**src/sv/wbps_pkg.sv**
```systemverilog
// Shared types, widths and constants of the wildcard byte pattern search unit.
package wbps_pkg;

   localparam int PATTERN_MAX_DEF = 128;
   localparam int BLOCK_BYTES_DEF = 524288;

   localparam int BYTE_W = 8;
   localparam int IDX_W  = 7;
   localparam int ADDR_W = 48;
   localparam int OFF_W  = 19;
   localparam int CNT_W  = 20;
   localparam int CSR_W  = 8;
   // wide enough for the register value and for any pattern depth up to 256
   localparam int LEN_CMP_W = 9;

   localparam int RSP_DEPTH = 3;
   localparam int RSP_PTR_W = 2;
   localparam int RSP_CNT_W = 2;

   localparam logic KIND_DATA    = 1'b0;
   localparam logic KIND_PATTERN = 1'b1;

   typedef struct packed {
      logic shift;   // window moves one place this cycle
      logic inject;  // this cell takes the incoming byte
      logic active;  // cell lies inside the pattern length
   } cell_ctl_type;

   typedef struct packed {
      logic                wild;
      logic [BYTE_W-1:0]   value;
   } pat_entry_type;

   typedef struct packed {
      logic [ADDR_W-1:0]   match_address;
      logic [OFF_W-1:0]    match_offset;
   } rsp_entry_type;

endpackage

```
**src/sv/wbps_if.sv**
```systemverilog
// Valid/ready channel interfaces for request and response transfers.
interface wbps_req_if;
   logic                               valid;
   logic                               ready;
   logic                               kind;
   logic [wbps_pkg::BYTE_W-1:0]        data_byte;
   logic [wbps_pkg::IDX_W-1:0]         pattern_index;
   logic                               pattern_wild;
   logic [wbps_pkg::ADDR_W-1:0]        block_base;
   logic                               block_end;

   modport source (
      output valid, kind, data_byte, pattern_index, pattern_wild, block_base, block_end,
      input  ready
   );
   modport sink (
      input  valid, kind, data_byte, pattern_index, pattern_wild, block_base, block_end,
      output ready
   );
endinterface

interface wbps_rsp_if;
   logic                               valid;
   logic                               ready;
   logic [wbps_pkg::ADDR_W-1:0]        match_address;
   logic [wbps_pkg::OFF_W-1:0]         match_offset;

   modport source (
      output valid, match_address, match_offset,
      input  ready
   );
   modport sink (
      input  valid, match_address, match_offset,
      output ready
   );
endinterface

```
**src/sv/wbps_cell.sv**
```systemverilog
// One match cell: a pattern entry and the window byte aligned against it.
module wbps_cell (
   input  logic                          clock,
   input  wbps_pkg::cell_ctl_type        ctl,
   input  logic [wbps_pkg::BYTE_W-1:0]   new_byte,
   input  logic [wbps_pkg::BYTE_W-1:0]   next_byte,
   input  logic                          pat_we,
   input  wbps_pkg::pat_entry_type       pat_entry,
   output logic [wbps_pkg::BYTE_W-1:0]   win_byte,
   output logic                          hit
);

   logic [wbps_pkg::BYTE_W-1:0]   win_ff;
   logic [wbps_pkg::BYTE_W-1:0]   win_in;
   wbps_pkg::pat_entry_type       pat_ff;

   // the cell at the pattern's end takes the new byte, the rest take their upper neighbour's
   assign win_in = ctl.inject ? new_byte : next_byte;

   always_ff @(posedge clock) begin
      if (ctl.shift) begin
         win_ff <= win_in;
      end
      if (pat_we) begin
         pat_ff <= pat_entry;
      end
   end

   assign win_byte = win_ff;
   assign hit      = !ctl.active || pat_ff.wild || (pat_ff.value == win_ff);

endmodule

```
**src/sv/wbps_window_mem.sv**
```systemverilog
// Circular history of recent data bytes, used to realign the cells.
module wbps_window_mem #(
   parameter int DEPTH = wbps_pkg::PATTERN_MAX_DEF
) (
   input  logic                          clock,
   input  logic                          we,
   input  logic [$clog2(DEPTH)-1:0]      waddr,
   input  logic [wbps_pkg::BYTE_W-1:0]   wdata,
   input  logic [$clog2(DEPTH)-1:0]      raddr,
   output logic [wbps_pkg::BYTE_W-1:0]   rdata
);

   logic [wbps_pkg::BYTE_W-1:0] mem_ff [DEPTH];
   logic [wbps_pkg::BYTE_W-1:0] rdata_ff;

   always_ff @(posedge clock) begin
      if (we) begin
         mem_ff[waddr] <= wdata;
      end
      rdata_ff <= mem_ff[raddr];
   end

   assign rdata = rdata_ff;

endmodule

```
**src/sv/wbps_rsp_fifo.sv**
```systemverilog
// Three-entry response queue between the match stage and the output channel.
module wbps_rsp_fifo (
   input  logic                                clock,
   input  logic                                reset,
   input  logic                                push,
   input  wbps_pkg::rsp_entry_type             push_data,
   input  logic                                pop,
   output logic                                not_empty,
   output wbps_pkg::rsp_entry_type             head,
   output logic [wbps_pkg::RSP_CNT_W-1:0]      occupancy
);

   wbps_pkg::rsp_entry_type                 buf_ff [wbps_pkg::RSP_DEPTH];
   logic [wbps_pkg::RSP_PTR_W-1:0]          wr_ff, wr_in;
   logic [wbps_pkg::RSP_PTR_W-1:0]          rd_ff, rd_in;
   logic [wbps_pkg::RSP_CNT_W-1:0]          cnt_ff, cnt_in;
   logic                                    do_pop;

   localparam logic [wbps_pkg::RSP_PTR_W-1:0] PtrLast =
      wbps_pkg::RSP_PTR_W'(wbps_pkg::RSP_DEPTH - 1);

   assign do_pop = pop && (cnt_ff != '0);

   always_comb begin
      wr_in  = wr_ff;
      rd_in  = rd_ff;
      cnt_in = cnt_ff;
      if (push) begin
         wr_in = (wr_ff == PtrLast) ? '0 : wr_ff + 1'b1;
      end
      if (do_pop) begin
         rd_in = (rd_ff == PtrLast) ? '0 : rd_ff + 1'b1;
      end
      if (push && !do_pop) begin
         cnt_in = cnt_ff + 1'b1;
      end else if (!push && do_pop) begin
         cnt_in = cnt_ff - 1'b1;
      end
   end

   always_ff @(posedge clock) begin
      if (reset) begin
         wr_ff  <= '0;
         rd_ff  <= '0;
         cnt_ff <= '0;
      end else begin
         wr_ff  <= wr_in;
         rd_ff  <= rd_in;
         cnt_ff <= cnt_in;
      end
   end

   always_ff @(posedge clock) begin
      if (push) begin
         buf_ff[wr_ff] <= push_data;
      end
   end

   assign not_empty = (cnt_ff != '0);
   assign head      = buf_ff[rd_ff];
   assign occupancy = cnt_ff;

endmodule

```
**src/sv/wildcard_byte_pattern_search_unit.sv**
```systemverilog
// Top level of the wildcard byte pattern search unit.
//
//   channel    | dir | handshake     | payload
//   -----------+-----+---------------+------------------------------------------------
//   req_chan   | in  | valid / ready | kind, data_byte, pattern_index, pattern_wild,
//              |     |               | block_base, block_end
//   rsp_chan   | out | valid / ready | match_address, match_offset
//   csr_*      | in  | csr_we        | csr_wdata = pattern_length
//
// One request transfer per cycle. A data byte's match result passes the match
// stage register and is written into the response queue before it can leave;
// the three-entry queue keeps requests flowing while responses stall, and
// outside realignment req_chan.ready drops only once the queue could fill.
// Reset is synchronous and clears control state only. After each csr write the
// cells are realigned from the byte history; no request is taken until it ends.

module wildcard_byte_pattern_search_unit #(
   parameter int PATTERN_MAX = wbps_pkg::PATTERN_MAX_DEF,
   parameter int BLOCK_BYTES = wbps_pkg::BLOCK_BYTES_DEF
) (
   input  logic                         clock,
   input  logic                         reset,
   input  logic                         csr_we,
   input  logic [wbps_pkg::CSR_W-1:0]   csr_wdata,
   wbps_req_if.sink                     req_chan,
   wbps_rsp_if.source                   rsp_chan
);

   localparam int PTR_W = $clog2(PATTERN_MAX);
   localparam int LEN_W = $clog2(PATTERN_MAX + 1);
   localparam int SUM_W = PTR_W + 1;

   localparam logic [PTR_W-1:0]              PtrLast = PTR_W'(PATTERN_MAX - 1);
   localparam logic [SUM_W-1:0]              PmaxSum = SUM_W'(PATTERN_MAX);
   localparam logic [wbps_pkg::LEN_CMP_W-1:0] PmaxCmp = wbps_pkg::LEN_CMP_W'(PATTERN_MAX);
   localparam logic [wbps_pkg::CNT_W:0]      BlockLim = (wbps_pkg::CNT_W + 1)'(BLOCK_BYTES);

   // realignment sequencer
   typedef enum logic [2:0] {
      ST_IDLE = 3'b001,
      ST_LOAD = 3'b010,
      ST_RUN  = 3'b100
   } state_type;

   state_type                        state_ff, state_in;
   logic [wbps_pkg::CSR_W-1:0]       csr_ff;
   logic [LEN_W-1:0]                 len_eff;
   logic [wbps_pkg::LEN_CMP_W-1:0]   len_cmp;

   logic [PTR_W-1:0]                 wptr_ff, wptr_in;
   logic [PTR_W-1:0]                 rd_ff, rd_in;
   logic [LEN_W-1:0]                 left_ff, left_in;
   logic                             rvalid_ff, rvalid_in;
   logic [SUM_W-1:0]                 wp_x, len_x, start_x;
   logic [wbps_pkg::BYTE_W-1:0]      hist_byte;

   logic [wbps_pkg::CNT_W-1:0]       count_ff, count_in;
   logic [wbps_pkg::CNT_W-1:0]       cnt_new;
   logic                             block_close;

   // match stage, in the cycle after the byte transfer
   logic                             s1_valid_ff;
   logic                             s1_ge_ff;
   logic [wbps_pkg::CNT_W-1:0]       s1_off_ff;
   logic [wbps_pkg::ADDR_W-1:0]      s1_base_ff;

   logic                             req_xfer, data_xfer, pat_xfer;
   logic                             shift;
   logic [wbps_pkg::BYTE_W-1:0]      src_byte;
   wbps_pkg::pat_entry_type          pat_entry;

   wbps_pkg::cell_ctl_type           ctl [PATTERN_MAX];
   logic [wbps_pkg::BYTE_W-1:0]      win [PATTERN_MAX];
   logic [PATTERN_MAX-1:0]           hit;
   logic [PATTERN_MAX-1:0]           pat_we;

   logic                             push;
   wbps_pkg::rsp_entry_type          push_data;
   wbps_pkg::rsp_entry_type          head;
   logic                             rsp_not_empty;
   logic [wbps_pkg::RSP_CNT_W-1:0]   occ;
   logic [wbps_pkg::RSP_CNT_W:0]     inflight;

   // transfers
   assign req_xfer  = req_chan.valid && req_chan.ready;
   assign data_xfer = req_xfer && (req_chan.kind == wbps_pkg::KIND_DATA);
   assign pat_xfer  = req_xfer && (req_chan.kind == wbps_pkg::KIND_PATTERN);

   // results in flight must always find room in the queue
   assign inflight      = (wbps_pkg::RSP_CNT_W + 1)'(occ) + (wbps_pkg::RSP_CNT_W + 1)'(s1_valid_ff);
   assign req_chan.ready = (state_ff == ST_IDLE) &&
                           (inflight <= (wbps_pkg::RSP_CNT_W + 1)'(wbps_pkg::RSP_DEPTH - 1));

   // pattern length: zero acts as one, clamp at the cell count
   always_comb begin
      len_cmp = wbps_pkg::LEN_CMP_W'(csr_ff);
      if (len_cmp == '0) begin
         len_cmp = wbps_pkg::LEN_CMP_W'(1);
      end
      if (len_cmp > PmaxCmp) begin
         len_cmp = PmaxCmp;
      end
      len_eff = LEN_W'(len_cmp);
   end

   always_ff @(posedge clock) begin
      if (reset) begin
         csr_ff <= wbps_pkg::CSR_W'(1);
      end else if (csr_we) begin
         csr_ff <= csr_wdata;
      end
   end

   // oldest byte of the new window: wptr - len, modulo the history depth
   assign wp_x    = SUM_W'(wptr_ff);
   assign len_x   = SUM_W'(len_eff);
   assign start_x = (wp_x >= len_x) ? wp_x - len_x : wp_x + PmaxSum - len_x;

   always_comb begin
      state_in  = state_ff;
      rd_in     = rd_ff;
      left_in   = left_ff;
      rvalid_in = 1'b0;
      unique case (state_ff)
         ST_IDLE: begin
         end
         ST_LOAD: begin
            rd_in    = start_x[PTR_W-1:0];
            left_in  = len_eff;
            state_in = ST_RUN;
         end
         ST_RUN: begin
            if (left_ff != '0) begin
               rvalid_in = 1'b1;
               left_in   = left_ff - 1'b1;
               rd_in     = (rd_ff == PtrLast) ? '0 : rd_ff + 1'b1;
            end else if (!rvalid_ff) begin
               state_in = ST_IDLE;
            end
         end
         default: begin
            state_in = ST_IDLE;
         end
      endcase
      // a new length restarts the replay
      if (csr_we) begin
         state_in  = ST_LOAD;
         rvalid_in = 1'b0;
      end
   end

   // block byte count and history write pointer
   assign cnt_new     = count_ff + 1'b1;
   assign block_close = req_chan.block_end || ({1'b0, cnt_new} >= BlockLim);
   assign count_in    = block_close ? '0 : cnt_new;
   assign wptr_in     = (wptr_ff == PtrLast) ? '0 : wptr_ff + 1'b1;

   always_ff @(posedge clock) begin
      if (reset) begin
         state_ff    <= ST_IDLE;
         rd_ff       <= '0;
         left_ff     <= '0;
         rvalid_ff   <= 1'b0;
         count_ff    <= '0;
         wptr_ff     <= '0;
         s1_valid_ff <= 1'b0;
      end else begin
         state_ff    <= state_in;
         rd_ff       <= rd_in;
         left_ff     <= left_in;
         rvalid_ff   <= rvalid_in;
         s1_valid_ff <= data_xfer;
         if (data_xfer) begin
            count_ff <= count_in;
            wptr_ff  <= wptr_in;
         end
      end
   end

   always_ff @(posedge clock) begin
      if (data_xfer) begin
         s1_ge_ff   <= (cnt_new >= wbps_pkg::CNT_W'(len_eff));
         s1_off_ff  <= cnt_new - wbps_pkg::CNT_W'(len_eff);
         s1_base_ff <= req_chan.block_base;
      end
   end

   wbps_window_mem #(
      .DEPTH (PATTERN_MAX)
   ) u_hist (
      .clock (clock),
      .we    (data_xfer),
      .waddr (wptr_ff),
      .wdata (req_chan.data_byte),
      .raddr (rd_ff),
      .rdata (hist_byte)
   );

   // cell chain: bytes enter at the cell of the last pattern entry and move down
   assign shift     = data_xfer || rvalid_ff;
   assign src_byte  = data_xfer ? req_chan.data_byte : hist_byte;
   assign pat_entry = '{wild: req_chan.pattern_wild, value: req_chan.data_byte};

   for (genvar k = 0; k < PATTERN_MAX; k++) begin : g_cell
      logic [wbps_pkg::BYTE_W-1:0] next_byte;

      if (k == PATTERN_MAX - 1) begin : g_top
         assign next_byte = src_byte;
      end else begin : g_mid
         assign next_byte = win[k+1];
      end

      assign ctl[k].shift  = shift;
      assign ctl[k].inject = (int'(len_eff) == k + 1);
      assign ctl[k].active = (k < int'(len_eff));
      // indexes beyond the cell count match no cell and are dropped
      assign pat_we[k]     = pat_xfer && (int'(req_chan.pattern_index) == k);

      wbps_cell u_cell (
         .clock     (clock),
         .ctl       (ctl[k]),
         .new_byte  (src_byte),
         .next_byte (next_byte),
         .pat_we    (pat_we[k]),
         .pat_entry (pat_entry),
         .win_byte  (win[k]),
         .hit       (hit[k])
      );
   end

   // match decision and result address
   assign push = s1_valid_ff && s1_ge_ff && (&hit);
   assign push_data.match_address = s1_base_ff + wbps_pkg::ADDR_W'(s1_off_ff);
   assign push_data.match_offset  = s1_off_ff[wbps_pkg::OFF_W-1:0];

   wbps_rsp_fifo u_rsp (
      .clock     (clock),
      .reset     (reset),
      .push      (push),
      .push_data (push_data),
      .pop       (rsp_chan.ready),
      .not_empty (rsp_not_empty),
      .head      (head),
      .occupancy (occ)
   );

   assign rsp_chan.valid         = rsp_not_empty;
   assign rsp_chan.match_address = head.match_address;
   assign rsp_chan.match_offset  = head.match_offset;

   // checks
   a_no_overflow : assert property (@(posedge clock) disable iff (reset)
      push |-> (occ != wbps_pkg::RSP_CNT_W'(wbps_pkg::RSP_DEPTH)) || rsp_chan.ready)
      else $error("response queue overflow");

   a_push_follows_byte : assert property (@(posedge clock) disable iff (reset)
      push |-> $past(data_xfer))
      else $error("result without a preceding data transfer");

   a_no_req_in_replay : assert property (@(posedge clock) disable iff (reset)
      (state_ff != ST_IDLE) |-> !req_chan.ready)
      else $error("request taken while realigning");

   a_csr_starts_replay : assert property (@(posedge clock) disable iff (reset)
      csr_we |=> (state_ff == ST_LOAD))
      else $error("csr write did not start realignment");

endmodule

```
**src/flat_wrapper.sv**
```systemverilog
// flat-port wrapper written by rule: the top's interface ports become plain ports
module wildcard_byte_pattern_search_unit_flat 
#(
   parameter int PATTERN_MAX = wbps_pkg::PATTERN_MAX_DEF,
   parameter int BLOCK_BYTES = wbps_pkg::BLOCK_BYTES_DEF
)
  (clock, reset, csr_we, csr_wdata, req_chan_valid, req_chan_kind, req_chan_data_byte, req_chan_pattern_index, req_chan_pattern_wild, req_chan_block_base, req_chan_block_end, req_chan_ready, rsp_chan_valid, rsp_chan_match_address, rsp_chan_match_offset, rsp_chan_ready);
  wbps_req_if req_chan_i ();
  wbps_rsp_if rsp_chan_i ();
  input  logic clock;
  input  logic reset;
  input  logic csr_we;
  input  logic [wbps_pkg::CSR_W-1:0] csr_wdata;
  input wire logic [$bits(req_chan_i.valid)-1:0] req_chan_valid;
  input wire logic [$bits(req_chan_i.kind)-1:0] req_chan_kind;
  input wire logic [$bits(req_chan_i.data_byte)-1:0] req_chan_data_byte;
  input wire logic [$bits(req_chan_i.pattern_index)-1:0] req_chan_pattern_index;
  input wire logic [$bits(req_chan_i.pattern_wild)-1:0] req_chan_pattern_wild;
  input wire logic [$bits(req_chan_i.block_base)-1:0] req_chan_block_base;
  input wire logic [$bits(req_chan_i.block_end)-1:0] req_chan_block_end;
  output wire logic [$bits(req_chan_i.ready)-1:0] req_chan_ready;
  output wire logic [$bits(rsp_chan_i.valid)-1:0] rsp_chan_valid;
  output wire logic [$bits(rsp_chan_i.match_address)-1:0] rsp_chan_match_address;
  output wire logic [$bits(rsp_chan_i.match_offset)-1:0] rsp_chan_match_offset;
  input wire logic [$bits(rsp_chan_i.ready)-1:0] rsp_chan_ready;
  assign req_chan_i.valid = req_chan_valid;
  assign req_chan_i.kind = req_chan_kind;
  assign req_chan_i.data_byte = req_chan_data_byte;
  assign req_chan_i.pattern_index = req_chan_pattern_index;
  assign req_chan_i.pattern_wild = req_chan_pattern_wild;
  assign req_chan_i.block_base = req_chan_block_base;
  assign req_chan_i.block_end = req_chan_block_end;
  assign req_chan_ready = req_chan_i.ready;
  assign rsp_chan_valid = rsp_chan_i.valid;
  assign rsp_chan_match_address = rsp_chan_i.match_address;
  assign rsp_chan_match_offset = rsp_chan_i.match_offset;
  assign rsp_chan_i.ready = rsp_chan_ready;
  wildcard_byte_pattern_search_unit #(.PATTERN_MAX(PATTERN_MAX), .BLOCK_BYTES(BLOCK_BYTES)) u_core (.clock(clock), .reset(reset), .csr_we(csr_we), .csr_wdata(csr_wdata), .req_chan(req_chan_i), .rsp_chan(rsp_chan_i));
endmodule
```
**config.mk**
```make
export PLATFORM = sky130hd
export DESIGN_NAME = wildcard_byte_pattern_search_unit_flat
export DESIGN_NICKNAME = d
export VERILOG_FILES = /design/src/sv/wbps_pkg.sv /design/src/sv/wbps_if.sv /design/src/sv/wbps_cell.sv /design/src/sv/wbps_window_mem.sv /design/src/sv/wbps_rsp_fifo.sv /design/src/sv/wildcard_byte_pattern_search_unit.sv /design/src/flat_wrapper.sv
export SDC_FILE = /design/constraint.sdc
export NUM_CORES = 2
export LEC_CHECK = 0
export BUFFER_PORTS_ARGS = -buffer_cell sky130_fd_sc_hd__buf_4
export CAP_MARGIN = 20
export CORE_MARGIN = 2
export CORE_UTILIZATION = 45
export CTS_CLUSTER_SIZE = 16
export DETAILED_ROUTE_END_ITERATION = 7
export GPL_TIMING_DRIVEN = 0
export HOLD_SLACK_MARGIN = 0.05
export SYNTH_ARGS = -nofsm -noshare
export SYNTH_HDL_FRONTEND = slang
export SYNTH_SLANG_ARGS = --single-unit
```
**constraint.sdc**
```tcl
create_clock -name clock -period 37.5 [get_ports clock]
set_input_delay 0 -clock clock [delete_from_list [all_inputs] [get_ports clock]]
set_output_delay 0 -clock clock [all_outputs]
set_load 0.01 [all_outputs]
```
==> Flow_metrics.wiki <==
{| class="wikitable"
! Metric !! Value
|-
| Outcome || complete, but fails checks
|-
| Failing checks || design-rule violations
|-
| Worst slew pin tran || 1.34 ns
|-
| Setup crit end kind || flop
|-
| Proportion of synthesized chip area in sequential cells || 72.6%
|-
| Number of global-route vias before repair || 86300
|-
| Die Y-Extent || 573 um
|-
| Initial Util || 45.3%
|-
| Pin count of the biggest net entering global routing || 134
|-
| Number of gates resized after cts || 0
|-
| Crit share post-route || 18.4%
|-
| Share of power burned in registers || 50.4%
|-
| Post-detailed-route via-to-cell ratio || 6.05
|-
| Biggest area contributors in the synthesized netlist || sky130_fd_sc_hd__edfxtp_1, sky130_fd_sc_hd__mux4_2, sky130_fd_sc_hd__xnor2_1
|-
| Count of final max-slew check failures || 0
|-
| Pwr Total || 8.81 mW
|-
| Overflow left after global routing || 0
|-
| Largest clock skew in the final design || 0.0681 ns
|-
| WL per Instance || 33.3 um
|-
| Final number of setup-violating endpoints || 0
|-
| Number of I/O pins || 148
|-
| Predominant post-synthesis flop cell || sky130_fd_sc_hd__edfxtp_1
|-
| Clock transition time at the flip-flop clock pins of the worst setup and hold paths || 0.07 ns
|-
| Total vias in the final route || 90200
|-
| Violation count after the first detailed-route iteration || 13400
|-
| Critical path fanouts, max || 11
|-
| Required time at the worst-slack endpoint || 38.14 ns
|-
| Core Area || 321000 sq um
|-
| Final hold violation count || 0
|-
| FMAX || 0.145 GHz
|-
| Most used cells in the layout excluding fill and tap cells || sky130_fd_sc_hd__edfxtp_1, sky130_fd_sc_hd__nand2_1, sky130_fd_sc_hd__nor2_1, sky130_fd_sc_hd__o21ai_0, sky130_fd_sc_hd__xnor2_1
|-
| Synth Cell Area || 145000 sq um
|-
| DRC errors left || 23
|-
| Final non-filler cell area || 169000 sq um
|-
| Port Buffers || 143
|-
| Data arrival time of the critical path || 7.55 ns
|-
| Launching element type of the critical path || flop
|-
| Clock latency of the later-clocked register in the worst-skew pair || 0.99 ns
|-
| Class of the worst hold path || input port to flop
|-
| Logic gate share of total power || 7.8%
|-
| Cells after synthesis || 9451
|-
| Number of clock sinks || 3541
|-
| Slew margin rel. || 10.2%
|-
| Cell accounting for the most synthesized area || sky130_fd_sc_hd__edfxtp_1
|-
| HPWL after detailed placement || 336 mm
|-
| Worst Min Path Start || req_chan_data_byte[5]
|-
| Iteration count of the initial detailed-routing pass || 8
|-
| Post-CTS Setup Repair Bufs || 0
|-
| Crit Path Category || flop to flop
|-
| Number of synthesized register bits || 3541
|-
| Post-synth EDFFs || 3470
|-
| Max-capacitance violation count || 0
|-
| Fill cell count || 26200
|-
| Post-detailed-placement cell area || 155000 sq um
|-
| Area growth from synthesis to layout || 15.9%
|-
| Wire length of the first global-routing pass || 680 mm
|-
| Switching portion of total power || 24.2%
|-
| Leakage power of the design || 54.6 nW
|-
| Overall die area || 328000 sq um
|-
| Unique masters post-synth || 93
|-
| FFs w/ async S/R, synth || 0%
|-
| Yosys synthesis warning count || 0
|-
| Final Wtd Congestion || 1.02
|-
| Cell internal pwr || 6.68 mW
|-
| Setup repair after global routing missed its margin || false
|-
| Routed Wire Length || 497 mm
|-
| Clk pwr share || 41.8%
|-
| Most common cell after layout, fill and taps aside || sky130_fd_sc_hd__edfxtp_1
|-
| Antenna violations before repair || 74
|-
| Floorplan row count || 208
|-
| Count of nets left with antenna violations after detail routing || 0
|-
| Avg Synthesized Cell Area || 15.4 sq um
|-
| Global Route Usage Sum || 29.9%
|-
| Maximum count of clock buffers along a single path || 4
|-
| Shortest clock period the worst path allows after layout || 6.90 ns
|-
| Sequential cell area in the final layout || 106000 sq um
|-
| Horiz. Die Dim || 573 um
|-
| Net count of the mapped netlist || 9575
|-
| Net total in the final layout || 10400
|-
| Power density over the cells || 52.3 nW/um^2
|-
| Multi-input combinational cell area || 37800 sq um
|-
| First element of the critical path || u_core.csr_ff[7]$_SDFFE_PP0P_
|-
| Share of post-route cells with drive strength above 1 || 13.8%
|-
| Proportion of netlist area held by the largest area contributor || 71.6%
|-
| Switching power || 2.13 mW
|-
| CTS tree || yes
|-
| Clk root buf || sky130_fd_sc_hd__clkbuf_16
|-
| Reg2Reg Launch Point || u_core.csr_ff[7]$_SDFFE_PP0P_
|-
| H-tree levels || 5
|-
| Worst IR drop on VDD || 52.6 uV
|-
| Number of buffers inserted during clock tree synthesis || 373
|}
==> metrics by stage <==
step / util, % / worst slack [ns] / std cells / TNS [ns] / hold slack (ns)
final: 52.4 / 30.60 / 14900 / 0 / 0.139
after detailed placement: 48.2 / 30.80 / 14100 / 0 / 0.180
after global placement: 47.3 / -1.12 / 13900 / -874.54 / 0.180
after global routing: 52.4 / 30.59 / 14900 / 0 / 0.136
after CTS: 52.4 / 30.73 / 14900 / 0 / 0.101
after floorplan: - / 10.39 / 9451 / 0 / 0.0897
==> final cells by class <==
type | instances | area share (%)
tap | 4305 | 3.20
clock inverter | 241 | 1.32
antenna | 40 | 0.0594
buffer | 464 | 1.24
clock buffer | 445 | 5.81
multi-input combinational | 5389 | 22.4
inverter | 57 | 0.128
timing repair buffer | 438 | 3.16
sequential | 3541 | 62.7
==> routing by layer <==
| layer | vias up | global-route usage (%) | share of wire, % |
|---|---|---|---|
| met3 | 1129 | 6.82 | 11 |
| met2 | 5457 | 45.5 | 45 |
| met4 | 34 | 15.2 | 5.7 |
| met1 | 46200 | 40.5 | 39 |
| met5 | - | 0 | 0.048 |
| li1 | 37400 | - | - |
==> cell families after synthesis <==
kind of cell	share of synthesized area [%]
fa+ha+maj	0.403
buf+inv	1.52
flops	72.6
mux	5.86
xor+xnor	6.71
simple gates	7.23
compound gates	5.66
==> synthesized netlist by cell type (14+ instances only) <==
library cell and count:
sky130_fd_sc_hd__buf_2 75, sky130_fd_sc_hd__nor2_1 820, sky130_fd_sc_hd__buf_4 16, sky130_fd_sc_hd__a22oi_1 17
sky130_fd_sc_hd__xor2_1 401, sky130_fd_sc_hd__o22ai_1 18, sky130_fd_sc_hd__inv_1 55, sky130_fd_sc_hd__and3_1 16
sky130_fd_sc_hd__nor2_4 15, sky130_fd_sc_hd__ha_1 42, sky130_fd_sc_hd__nor3b_1 17, sky130_fd_sc_hd__a211o_1 14
sky130_fd_sc_hd__a211oi_1 27, sky130_fd_sc_hd__edfxtp_1 3470, sky130_fd_sc_hd__buf_1 23, sky130_fd_sc_hd__mux4_2 336
sky130_fd_sc_hd__nor3_1 55, sky130_fd_sc_hd__xnor2_1 713, sky130_fd_sc_hd__mux2i_1 85, sky130_fd_sc_hd__a21oi_2 16
sky130_fd_sc_hd__dfxtp_1 71, sky130_fd_sc_hd__nand4_1 201, sky130_fd_sc_hd__o21ai_0 777, sky130_fd_sc_hd__o211ai_1 20
sky130_fd_sc_hd__nor4_1 117, sky130_fd_sc_hd__a21oi_1 465, sky130_fd_sc_hd__nand2_1 879, sky130_fd_sc_hd__nand3_1 41
sky130_fd_sc_hd__nand2b_1 18, sky130_fd_sc_hd__nor2b_1 19, sky130_fd_sc_hd__clkbuf_1 338, sky130_fd_sc_hd__a21o_1 18
==> worst max-delay path, cell delays in order (launching register included) <==
cell                       delay, ns
sky130_fd_sc_hd__dfxtp_1        0.31
sky130_fd_sc_hd__buf_2          0.19
sky130_fd_sc_hd__buf_2          0.22
sky130_fd_sc_hd__inv_1          0.64
sky130_fd_sc_hd__buf_2          0.73
sky130_fd_sc_hd__nand2_1        0.75
sky130_fd_sc_hd__a31oi_1        0.46
sky130_fd_sc_hd__a211oi_1       0.24
sky130_fd_sc_hd__nor3_1         0.28
sky130_fd_sc_hd__nand4b_1       0.16
sky130_fd_sc_hd__nor4_1         0.38
sky130_fd_sc_hd__nand4_1        0.57
sky130_fd_sc_hd__nor3_2         0.95
sky130_fd_sc_hd__buf_6          0.28
sky130_fd_sc_hd__buf_6          0.19
sky130_fd_sc_hd__buf_8          0.16
==> registers in the layout, indices dropped and copies added (netlist names), 2 cells and up, named ones only <==
signal / flops
u_core.count_ff: 20
u_core.csr_ff: 8
u_core.g_cell.u_cell.pat_ff: 1152
u_core.g_cell.u_cell.win_byte: 1024
u_core.left_ff: 8
u_core.rd_ff: 7
u_core.s1_base_ff: 48
u_core.s1_off_ff: 20
u_core.state_ff: 3
u_core.u_hist.mem_ff: 1024
u_core.u_hist.rdata: 8
u_core.u_rsp.buf_ff: 201
u_core.u_rsp.occupancy: 2
u_core.u_rsp.rd_ff: 2
u_core.u_rsp.wr_ff: 2
u_core.wptr_ff: 7
==> power groups by stage <==
stage / combinational [mW] / sequential [mW] / clock, mW
floorplan: 0.230 / 4.57 / 0
global placement: 0.604 / 4.62 / 0
detailed placement: 0.653 / 4.52 / 0
CTS: 0.666 / 4.43 / 3.72
global route: 0.687 / 4.44 / 3.87
finish: 0.688 / 4.44 / 3.68
==> timing repair <==
item	in CTS	in global routing
setup endpoints to repair	0	0
hold endpoints to repair	1479	0
hold buffers	134	0
==> final timing paths <==
| path | end | slack, ns | depth (start not counted) |
|---|---|---|---|
| max reg2reg | u_core.u_rsp.buf_ff[1][63]$_DFFE_PP_ | 30.60 | 15 |
| min reg2reg | u_core.u_rsp.rd_ff[1]$_SDFFE_PP0P_ | 0.50 | 2 |
| min | u_core.g_cell[104].u_cell.pat_ff[5]$_DFFE_PP_ | 0.14 | 2 |
| max | u_core.u_rsp.buf_ff[1][63]$_DFFE_PP_ | 30.60 | 15 |
No activity file was read; power rests on OpenSTA's default activity.
